[config.mk]
export PLATFORM = sky130hd
export DESIGN_NAME = sorted_list_merge_core
export DESIGN_NICKNAME = d
export VERILOG_FILES = /design/src/sv/slm_pkg.sv /design/src/sv/slm_ram.sv /design/src/sv/slm_merge.sv /design/src/sv/slm_emit.sv /design/src/sv/sorted_list_merge_core.sv
export SDC_FILE = /design/constraint.sdc
export NUM_CORES = 2
export LEC_CHECK = 0
export BUFFER_PORTS_ARGS = -buffer_cell sky130_fd_sc_hd__buf_2
export CAP_MARGIN = 20
export CORE_MARGIN = 1.5
export CORE_UTILIZATION = 40
export CTS_CLUSTER_SIZE = 28
export DETAILED_ROUTE_END_ITERATION = 6
export PLACE_DENSITY = 0.6
export SYNTH_ARGS = -nofsm -noshare
export SYNTH_HDL_FRONTEND = slang
export SYNTH_SLANG_ARGS = --single-unit
[constraint.sdc]
create_clock -name i_clk -period 16.4 [get_ports i_clk]
set_clock_uncertainty 0.1 [all_clocks]
set_input_delay 3.28 -clock i_clk [delete_from_list [all_inputs] [get_ports i_clk]]
set_output_delay 3.28 -clock i_clk [all_outputs]
set_load 0.03 [all_outputs]
[src/sv/slm_pkg.sv]
// Shared constants, operation codes and inter-module types for the sorted list merge block.
package slm_pkg;

    localparam int DEPTH     = 32;
    localparam int DATA_W    = 32;
    localparam int LIDX_W    = (DEPTH > 1) ? $clog2(DEPTH) : 1;
    localparam int CNT_W     = $clog2(DEPTH + 1);
    localparam int BUF_DEPTH = 2 * DEPTH;
    localparam int BIDX_W    = $clog2(BUF_DEPTH);
    localparam int TOT_W     = $clog2(BUF_DEPTH + 1);

    localparam logic [1:0] OP_APPEND_FIRST  = 2'd0;
    localparam logic [1:0] OP_APPEND_SECOND = 2'd1;
    localparam logic [1:0] OP_MERGE         = 2'd2;

    // Write into the merge buffer.
    typedef struct packed {
        logic              en;
        logic [BIDX_W-1:0] addr;
        logic [DATA_W-1:0] data;
    } t_buf_wr;

    // Request to the emit stage once the buffer holds a merged sequence.
    typedef struct packed {
        logic             start;
        logic [TOT_W-1:0] total;
        logic             ovf;
    } t_emit_req;

endpackage

[src/sv/slm_ram.sv]
// Generic simple dual-port RAM with one write port and one registered read port.
module slm_ram #(
    parameter int WIDTH = 32,
    parameter int DEPTH = 32
) (
    input  logic                                       i_clk,
    input  logic                                       i_wr_en,
    input  logic [((DEPTH > 1) ? $clog2(DEPTH) : 1)-1:0] i_wr_addr,
    input  logic [WIDTH-1:0]                           i_wr_data,
    input  logic                                       i_rd_en,
    input  logic [((DEPTH > 1) ? $clog2(DEPTH) : 1)-1:0] i_rd_addr,
    output logic [WIDTH-1:0]                           o_rd_data
);

    logic [WIDTH-1:0] r_mem [DEPTH];
    logic [WIDTH-1:0] r_rd_data;

    // Write port and registered read port.
    always_ff @(posedge i_clk) begin
        if (i_wr_en) begin
            r_mem[i_wr_addr] <= i_wr_data;
        end
        if (i_rd_en) begin
            r_rd_data <= r_mem[i_rd_addr];
        end
    end

    assign o_rd_data = r_rd_data;

endmodule

[src/sv/slm_merge.sv]
// List storage, append handling and the top-down merge into the merge buffer.
module slm_merge import slm_pkg::*; (
    input  logic                     i_clk,
    input  logic                     i_rst_n,
    input  logic                     i_valid,
    output logic                     o_stall,
    input  logic [1:0]               i_op,
    input  logic signed [DATA_W-1:0] i_value,
    input  logic                     i_emit_busy,
    output t_buf_wr                  o_buf_wr,
    output t_emit_req                o_emit_req
);

    localparam logic [2:0] S_IDLE  = 3'd0;
    localparam logic [2:0] S_LOAD0 = 3'd1;
    localparam logic [2:0] S_LOAD1 = 3'd2;
    localparam logic [2:0] S_MERGE = 3'd3;
    localparam logic [2:0] S_WAIT  = 3'd4;

    logic [2:0]        r_state, n_state;
    logic [CNT_W-1:0]  r_cnt1, n_cnt1;
    logic [CNT_W-1:0]  r_cnt2, n_cnt2;
    logic              r_dropped, n_dropped;
    logic              r_start, n_start;
    logic [CNT_W-1:0]  r_c1, n_c1;
    logic [CNT_W-1:0]  r_c2, n_c2;
    logic [DATA_W-1:0] r_h1, n_h1;
    logic [DATA_W-1:0] r_h2, n_h2;
    logic [TOT_W-1:0]  r_pos, n_pos;
    logic [TOT_W-1:0]  r_total, n_total;
    logic              r_ovf, n_ovf;

    logic              accept;
    logic              take1;
    logic              merging;
    logic              list_rd_en;
    logic [TOT_W-1:0]  cnt_sum;
    logic [CNT_W-1:0]  rd_idx1;
    logic [CNT_W-1:0]  rd_idx2;
    logic              wr1_en;
    logic              wr2_en;
    logic [DATA_W-1:0] rd_data1;
    logic [DATA_W-1:0] rd_data2;

    assign accept  = i_valid && (r_state == S_IDLE);
    assign o_stall = (r_state != S_IDLE);
    assign merging = (r_state == S_MERGE);
    assign cnt_sum = TOT_W'(r_cnt1) + TOT_W'(r_cnt2);

    // Take the larger tail; a tie goes to the second list.
    assign take1 = (r_c1 != '0) && ((r_c2 == '0) || ($signed(r_h1) > $signed(r_h2)));

    // Appends only write while the list still has room.
    assign wr1_en = accept && (i_op == OP_APPEND_FIRST) && (r_cnt1 < CNT_W'(DEPTH));
    assign wr2_en = accept && (i_op == OP_APPEND_SECOND) && (r_cnt2 < CNT_W'(DEPTH));

    // The first read fetches each tail; later reads prefetch the entry below the tail.
    assign list_rd_en = (r_state == S_LOAD0) || (r_state == S_LOAD1) || merging;
    assign rd_idx1    = (r_state == S_LOAD0) ? (r_c1 - CNT_W'(1)) : (n_c1 - CNT_W'(2));
    assign rd_idx2    = (r_state == S_LOAD0) ? (r_c2 - CNT_W'(1)) : (n_c2 - CNT_W'(2));

    slm_ram #(
        .WIDTH (DATA_W),
        .DEPTH (DEPTH)
    ) u_first_ram (
        .i_clk     (i_clk),
        .i_wr_en   (wr1_en),
        .i_wr_addr (r_cnt1[LIDX_W-1:0]),
        .i_wr_data (i_value),
        .i_rd_en   (list_rd_en),
        .i_rd_addr (rd_idx1[LIDX_W-1:0]),
        .o_rd_data (rd_data1)
    );

    slm_ram #(
        .WIDTH (DATA_W),
        .DEPTH (DEPTH)
    ) u_second_ram (
        .i_clk     (i_clk),
        .i_wr_en   (wr2_en),
        .i_wr_addr (r_cnt2[LIDX_W-1:0]),
        .i_wr_data (i_value),
        .i_rd_en   (list_rd_en),
        .i_rd_addr (rd_idx2[LIDX_W-1:0]),
        .o_rd_data (rd_data2)
    );

    // Next-state logic for the sequencer and the working registers.
    always_comb begin
        n_state   = r_state;
        n_cnt1    = r_cnt1;
        n_cnt2    = r_cnt2;
        n_dropped = r_dropped;
        n_start   = 1'b0;
        n_c1      = r_c1;
        n_c2      = r_c2;
        n_h1      = r_h1;
        n_h2      = r_h2;
        n_pos     = r_pos;
        n_total   = r_total;
        n_ovf     = r_ovf;
        case (r_state)
            S_IDLE: begin
                if (accept) begin
                    case (i_op)
                        OP_APPEND_FIRST: begin
                            if (wr1_en) begin
                                n_cnt1 = r_cnt1 + CNT_W'(1);
                            end else begin
                                n_dropped = 1'b1;
                            end
                        end
                        OP_APPEND_SECOND: begin
                            if (wr2_en) begin
                                n_cnt2 = r_cnt2 + CNT_W'(1);
                            end else begin
                                n_dropped = 1'b1;
                            end
                        end
                        OP_MERGE: begin
                            n_c1      = r_cnt1;
                            n_c2      = r_cnt2;
                            n_pos     = cnt_sum;
                            n_total   = cnt_sum;
                            n_ovf     = r_dropped;
                            n_dropped = 1'b0;
                            n_cnt1    = '0;
                            n_cnt2    = '0;
                            if (cnt_sum == '0) begin
                                n_state = S_WAIT;
                                n_start = 1'b1;
                            end else begin
                                n_state = S_LOAD0;
                            end
                        end
                        default: begin
                        end
                    endcase
                end
            end
            S_LOAD0: begin
                n_state = S_LOAD1;
            end
            S_LOAD1: begin
                n_h1    = rd_data1;
                n_h2    = rd_data2;
                n_state = S_MERGE;
            end
            S_MERGE: begin
                if (take1) begin
                    n_c1 = r_c1 - CNT_W'(1);
                    n_h1 = rd_data1;
                end else begin
                    n_c2 = r_c2 - CNT_W'(1);
                    n_h2 = rd_data2;
                end
                n_pos = r_pos - TOT_W'(1);
                if (r_pos == TOT_W'(1)) begin
                    n_state = S_WAIT;
                    n_start = 1'b1;
                end
            end
            S_WAIT: begin
                if (!r_start && !i_emit_busy) begin
                    n_state = S_IDLE;
                end
            end
            default: begin
                n_state = S_IDLE;
            end
        endcase
    end

    // Control registers.
    always_ff @(posedge i_clk) begin
        if (!i_rst_n) begin
            r_state   <= S_IDLE;
            r_cnt1    <= '0;
            r_cnt2    <= '0;
            r_dropped <= 1'b0;
            r_start   <= 1'b0;
        end else begin
            r_state   <= n_state;
            r_cnt1    <= n_cnt1;
            r_cnt2    <= n_cnt2;
            r_dropped <= n_dropped;
            r_start   <= n_start;
        end
    end

    // Working registers of the merge.
    always_ff @(posedge i_clk) begin
        r_c1    <= n_c1;
        r_c2    <= n_c2;
        r_h1    <= n_h1;
        r_h2    <= n_h2;
        r_pos   <= n_pos;
        r_total <= n_total;
        r_ovf   <= n_ovf;
    end

    // Positions are written from the top down.
    assign o_buf_wr.en   = merging;
    assign o_buf_wr.addr = BIDX_W'(r_pos - TOT_W'(1));
    assign o_buf_wr.data = take1 ? r_h1 : r_h2;

    assign o_emit_req.start = r_start;
    assign o_emit_req.total = r_total;
    assign o_emit_req.ovf   = r_ovf;

endmodule

[src/sv/slm_emit.sv]
// Reads the merge buffer from the lowest position upwards and drives the result channel.
module slm_emit import slm_pkg::*; (
    input  logic                     i_clk,
    input  logic                     i_rst_n,
    input  t_emit_req                i_emit_req,
    output logic                     o_busy,
    output logic                     o_rd_en,
    output logic [BIDX_W-1:0]        o_rd_addr,
    input  logic [DATA_W-1:0]        i_rd_data,
    output logic                     o_valid,
    input  logic                     i_stall,
    output logic signed [DATA_W-1:0] o_merged_value,
    output logic                     o_last,
    output logic                     o_empty_res,
    output logic                     o_overflow
);

    logic              r_busy;
    logic [TOT_W-1:0]  r_k;
    logic [TOT_W-1:0]  r_tot;
    logic              r_ovf;

    // Read in flight, output register and skid register.
    logic              r_pend;
    logic              r_pend_last;
    logic              r_pend_empty;
    logic              r_pend_ovf;
    logic              r_ov;
    logic [DATA_W-1:0] r_o_data;
    logic              r_o_last;
    logic              r_o_empty;
    logic              r_o_ovf;
    logic              r_sv;
    logic [DATA_W-1:0] r_s_data;
    logic              r_s_last;
    logic              r_s_empty;
    logic              r_s_ovf;

    logic [TOT_W-1:0]  n_emit;
    logic              is_last;
    logic [1:0]        occ;
    logic [1:0]        occ_after;
    logic              xfer;
    logic              issue;
    logic              out_free;
    logic [DATA_W-1:0] pend_data;

    // An empty merge still yields one result.
    assign n_emit  = (r_tot == '0) ? TOT_W'(1) : r_tot;
    assign is_last = (r_k == (n_emit - TOT_W'(1)));

    // A read is issued only when a slot is sure to be free when its data returns.
    assign occ       = 2'(r_ov) + 2'(r_sv) + 2'(r_pend);
    assign xfer      = r_ov && !i_stall;
    assign occ_after = occ - 2'(xfer);
    assign issue     = r_busy && (occ_after < 2'd2);
    assign out_free  = !r_ov || !i_stall;
    assign pend_data = r_pend_empty ? '0 : i_rd_data;

    assign o_rd_en   = issue;
    assign o_rd_addr = r_k[BIDX_W-1:0];

    // Read sequencing over the buffer.
    always_ff @(posedge i_clk) begin
        if (!i_rst_n) begin
            r_busy <= 1'b0;
        end else if (i_emit_req.start) begin
            r_busy <= 1'b1;
        end else if (issue && is_last) begin
            r_busy <= 1'b0;
        end
    end

    always_ff @(posedge i_clk) begin
        if (i_emit_req.start) begin
            r_k   <= '0;
            r_tot <= i_emit_req.total;
            r_ovf <= i_emit_req.ovf;
        end else if (issue) begin
            r_k <= r_k + TOT_W'(1);
        end
    end

    // Valid flags of the read in flight, the output register and the skid register.
    always_ff @(posedge i_clk) begin
        if (!i_rst_n) begin
            r_pend <= 1'b0;
            r_ov   <= 1'b0;
            r_sv   <= 1'b0;
        end else begin
            r_pend <= issue;
            if (out_free) begin
                r_ov <= r_sv || r_pend;
                r_sv <= r_sv && r_pend;
            end else if (r_pend) begin
                r_sv <= 1'b1;
            end
        end
    end

    // Payload of the read in flight, the output register and the skid register.
    always_ff @(posedge i_clk) begin
        if (issue) begin
            r_pend_last  <= is_last;
            r_pend_empty <= (r_tot == '0);
            r_pend_ovf   <= r_ovf;
        end
        if (out_free) begin
            if (r_sv) begin
                r_o_data  <= r_s_data;
                r_o_last  <= r_s_last;
                r_o_empty <= r_s_empty;
                r_o_ovf   <= r_s_ovf;
                r_s_data  <= pend_data;
                r_s_last  <= r_pend_last;
                r_s_empty <= r_pend_empty;
                r_s_ovf   <= r_pend_ovf;
            end else begin
                r_o_data  <= pend_data;
                r_o_last  <= r_pend_last;
                r_o_empty <= r_pend_empty;
                r_o_ovf   <= r_pend_ovf;
            end
        end else if (r_pend) begin
            r_s_data  <= pend_data;
            r_s_last  <= r_pend_last;
            r_s_empty <= r_pend_empty;
            r_s_ovf   <= r_pend_ovf;
        end
    end

    assign o_busy         = r_busy;
    assign o_valid        = r_ov;
    assign o_merged_value = r_o_data;
    assign o_last         = r_o_last;
    assign o_empty_res    = r_o_empty;
    assign o_overflow     = r_o_ovf;

endmodule

[src/sv/sorted_list_merge_core.sv]
// Top level of the sorted list merge block: merge engine, merge buffer and emit stage.
// Appends are taken whenever the input is not stalled; the input is stalled from a merge
// transfer until the last result of that merge has been read from the buffer, so result-side
// stalls extend it. A merge first fetches the tails of both lists, then fills the buffer
// one element per cycle; the results then come one per cycle while not stalled.
// An empty merge gives its single result.
// Synchronous reset clears the counts, the overflow flag and all valid flags; the list and
// buffer memories are not cleared.
module sorted_list_merge_core import slm_pkg::*; (
    input  logic                     i_clk,
    input  logic                     i_rst_n,
    input  logic                     i_valid,
    output logic                     o_stall,
    input  logic [1:0]               i_op,
    input  logic signed [DATA_W-1:0] i_value,
    output logic                     o_valid,
    input  logic                     i_stall,
    output logic signed [DATA_W-1:0] o_merged_value,
    output logic                     o_last,
    output logic                     o_empty_res,
    output logic                     o_overflow
);

    t_buf_wr           buf_wr;
    t_emit_req         emit_req;
    logic              emit_busy;
    logic              buf_rd_en;
    logic [BIDX_W-1:0] buf_rd_addr;
    logic [DATA_W-1:0] buf_rd_data;

    // List storage and merge sequencing.
    slm_merge u_merge (
        .i_clk       (i_clk),
        .i_rst_n     (i_rst_n),
        .i_valid     (i_valid),
        .o_stall     (o_stall),
        .i_op        (i_op),
        .i_value     (i_value),
        .i_emit_busy (emit_busy),
        .o_buf_wr    (buf_wr),
        .o_emit_req  (emit_req)
    );

    // Merge buffer, written top down and read bottom up.
    slm_ram #(
        .WIDTH (DATA_W),
        .DEPTH (BUF_DEPTH)
    ) u_buf_ram (
        .i_clk     (i_clk),
        .i_wr_en   (buf_wr.en),
        .i_wr_addr (buf_wr.addr),
        .i_wr_data (buf_wr.data),
        .i_rd_en   (buf_rd_en),
        .i_rd_addr (buf_rd_addr),
        .o_rd_data (buf_rd_data)
    );

    // Result emission.
    slm_emit u_emit (
        .i_clk          (i_clk),
        .i_rst_n        (i_rst_n),
        .i_emit_req     (emit_req),
        .o_busy         (emit_busy),
        .o_rd_en        (buf_rd_en),
        .o_rd_addr      (buf_rd_addr),
        .i_rd_data      (buf_rd_data),
        .o_valid        (o_valid),
        .i_stall        (i_stall),
        .o_merged_value (o_merged_value),
        .o_last         (o_last),
        .o_empty_res    (o_empty_res),
        .o_overflow     (o_overflow)
    );

endmodule

==> results_dict.tcl <==
set metrics [dict create \
    die-width_microns 654.7 \
    clock.fmax_mhz 106.3 \
    vias 87200 \
    syn_area_per_cell_sq_um 19.28 \
    placementRows 239 \
    cts_tree "yes" \
    synth_nets 8909 \
    relSlewSlack_pct 21.38 \
    synthFlopType "edfxtp_1" \
    async_flop_share_pct 0 \
    finalNonFillerCells 15130 \
    nNetsFinal 9196 \
    grt_max_degree 173 \
    h-tree-depth 5 \
    leakage_nw 61.30 \
    rr_worst_depth 21 \
    rsz0062_at_grt "false" \
    gp_congestion 0.8544 \
    drive_gt1_share_pct 21.68 \
    die_h_microns 654.7 \
    hold_buffers 0 \
    critPathLaunchType "input pin" \
    io_pins 75 \
    drt-total-wl_microns 440200 \
    grt_pass1_vias 86880 \
    p_per_area_nw_per_um2 137.5 \
    tightestPinTransition_ns 1.179 \
    area_growth_pct 13.50 \
    cp.required_ns 17.02 \
    clock_latency_ns 0.99 \
    cp-end-kind "flop" \
    synthCells 8811 \
    crit_fanout 54 \
    drc_errors 18 \
    status "finished with violations" \
    max_cap_viol_count 0 \
    grt_pass1_wl_microns 628900 \
    clock_path_buffers 4 \
    cts_resized 0 \
    numClockSinks 4392 \
    synth-edff-count 4354 \
    finalCritPeriodShare_pct 57.37 \
    yosysUniqueCellTypes 83 \
    period_minus_slack_ns 9.409 \
    dp_hpwl_microns 231900 \
    synth-seq-cells 4392 \
    synth-seq-area-share_pct 77.40 \
    dr.first_iter.drc_count 9963 \
    portBuffers 74 \
    yosysWarnings 0 \
    violations "design-rule violations" \
    finalSetupViolations 0 \
    path_clk_slew_ns 0.06 \
    routedWlPerCell_microns 29.09 \
    start_util_pct 40.13 \
    postCtsSetupBuffers 0 \
    critPathArrivalTime_ns 10.03 \
    max-vdd-ir-drop_v 0.00009419 \
    fin_tns_setup_ns 0 \
    cts_root_buf "clkbuf_16" \
    core_area_sq_um 423400 \
    numCtsBuffers 432 \
    slew_violations 0 \
    whs_path_depth 0 \
    viasPerCell 5.763 \
    dieArea_sq_um 428700 \
    antenna_found_initial 31 \
    syn-cell-area_sq_um 169900 \
    total_power_mw 26.53 \
    firstDrtPassIters 7 \
    dpl.cell_count 14320 \
    hold_class "flop to flop" \
    grtUsageTotal_pct 20.19 \
    grt_overflow 0 \
    antenna_left 0 \
    crit_type "input pin to flop" \
    final_hold_viol_count 0 \
]
-- worst max-delay path, cell delays in order --
cell      delay (ns)
buf_2           0.10
inv_1           0.06
ha_1            0.40
nand3_1         0.65
clkinv_1        0.74
and2_1          0.39
a311o_1         0.30
inv_1           0.09
ha_1            0.22
nand2_1         0.12
o21a_2          0.17
buf_4           0.45
and2_4          0.60
buf_4           0.64
buf_4           0.77
nand3_1         0.12
and4_1          0.24
a311oi_1        0.46
a31oi_1         0.10
-- synthesized netlist by cell type, types with 64 or more instances --
master / instances / share of area, %
nor2_1: 190 / 0.42
edfxtp_1: 4354 / 77
and3_1: 95 / 0.35
nand2_1: 1106 / 2.4
mux4_2: 802 / 11
mux2_2: 69 / 0.46
a31oi_1: 132 / 0.49
nand3_1: 409 / 1.2
buf_2: 120 / 0.35
clkbuf_1: 277 / 0.61
buf_1: 74 / 0.16
mux2i_1: 209 / 1.2
a22oi_1: 64 / 0.28
a21oi_1: 138 / 0.41
-- layout by cell type (no fill, tap or decap), types with 28 or more instances in the layout --
cell type  instances
nand3_1          409
a31oi_1          132
nand2_1         1104
nor2_4           133
a22oi_1           64
a311o_1           31
a32o_1            31
clkbuf_1         101
buf_2             74
mux2_2            69
clkinv_2          63
nor2_1            59
a32oi_1           34
o21ai_4           38
a21oi_1          134
buf_4            270
dfxtp_1           31
nor2b_1           37
a221oi_1          48
mux2i_1          209
and4_1            32
o2111ai_1         30
inv_1             62
clkinv_1         107
mux4_2           802
o311ai_0          28
bufinv_16         45
clkbuf_16        435
ha_1              59
edfxtp_1        4354
a311oi_1          33
and3_1            95
-- report_power, final --
part	total (mW)	internal (mW)	switching, mW
logic	4.01	1.67	2.34
clock network	9.76	5.58	4.18
registers	12.8	12.7	0.0876
total	26.5	19.9	6.62
-- cell type report --
| class | instances | area, sq um |
|---|---|---|
| diodes | 13 | 32.53 |
| clock buffers | 536 | 11260 |
| clock inverters | 255 | 2547 |
| multi-input cells | 3848 | 37470 |
| well taps | 5663 | 7086 |
| repair buffers | 358 | 2673 |
| inverters | 66 | 247.7 |
| fillers | 35540 | 230600 |
| flip-flops and latches | 4392 | 131500 |
-- cell families after synthesis --
kind of cell    share of synthesized area (%)
simple gates                            5.075
xor+xnor                               0.2113
flops                                   77.40
mux                                     12.32
compound gates                          3.097
fa+ha+maj                              0.4463
buf+inv                                 1.451
-- sequential cells by signal, indices dropped and copies added, names as in the netlist, 3 cells and up --
name	count
u_emit.o_merged_value	32
u_merge.u_first_ram.r_mem	1024
u_emit.r_s_data	32
u_merge.r_h1	32
u_buf_ram.o_rd_data	32
u_merge.r_c1	6
u_merge.r_pos	7
u_emit.r_tot	7
u_merge.u_first_ram.o_rd_data	32
u_merge.r_total	7
u_merge.u_second_ram.o_rd_data	32
u_merge.r_h2	32
u_emit.r_k	7
u_merge.r_c2	6
u_merge.r_state	3
u_merge.u_second_ram.r_mem	1024
u_buf_ram.r_mem	2048
u_merge.r_cnt1	6
u_merge.r_cnt2	6
-- per-layer routing --
layer | global-route usage (%) | vias to the layer above | share of wire, %
li1 | - | 36360 | -
met1 | 28.08 | 46380 | 41
met2 | 33.21 | 3751 | 48
met3 | 3.015 | 683 | 7.7
met4 | 5.682 | 18 | 2.8
met5 | 0 | - | 0.022
-- metrics by stage --
stage | hold slack [ns] | util [%] | instance area [sq um] | worst slack [ns]
floorplan | 0.3003 | - | 169900 | 9.267
global placement | 0.3074 | 42.23 | 178800 | 6.173
detailed placement | 0.3045 | 42.25 | 178900 | 6.072
global route | 0.3120 | 45.54 | 192800 | 6.767
CTS | 0.3108 | 45.51 | 192700 | 7.122
finish | 0.3173 | 45.54 | 192900 | 6.991
-- path summary, 6_finish.rpt --
| check | endpoint | start | slack, ns |
|---|---|---|---|
| worst min-delay path | u_emit.r_tot[6] | u_merge.r_total[6] | 0.32 |
| worst min register to register | u_emit.r_tot[6] | u_merge.r_total[6] | 0.32 |
| worst max-delay path | u_merge.u_first_ram.o_rd_data[9] | i_op[0] | 6.99 |
| worst max register to register | u_merge.u_first_ram.o_rd_data[9] | u_merge.r_h2[7] | 8.75 |
(Power assumes the default switching activity.)
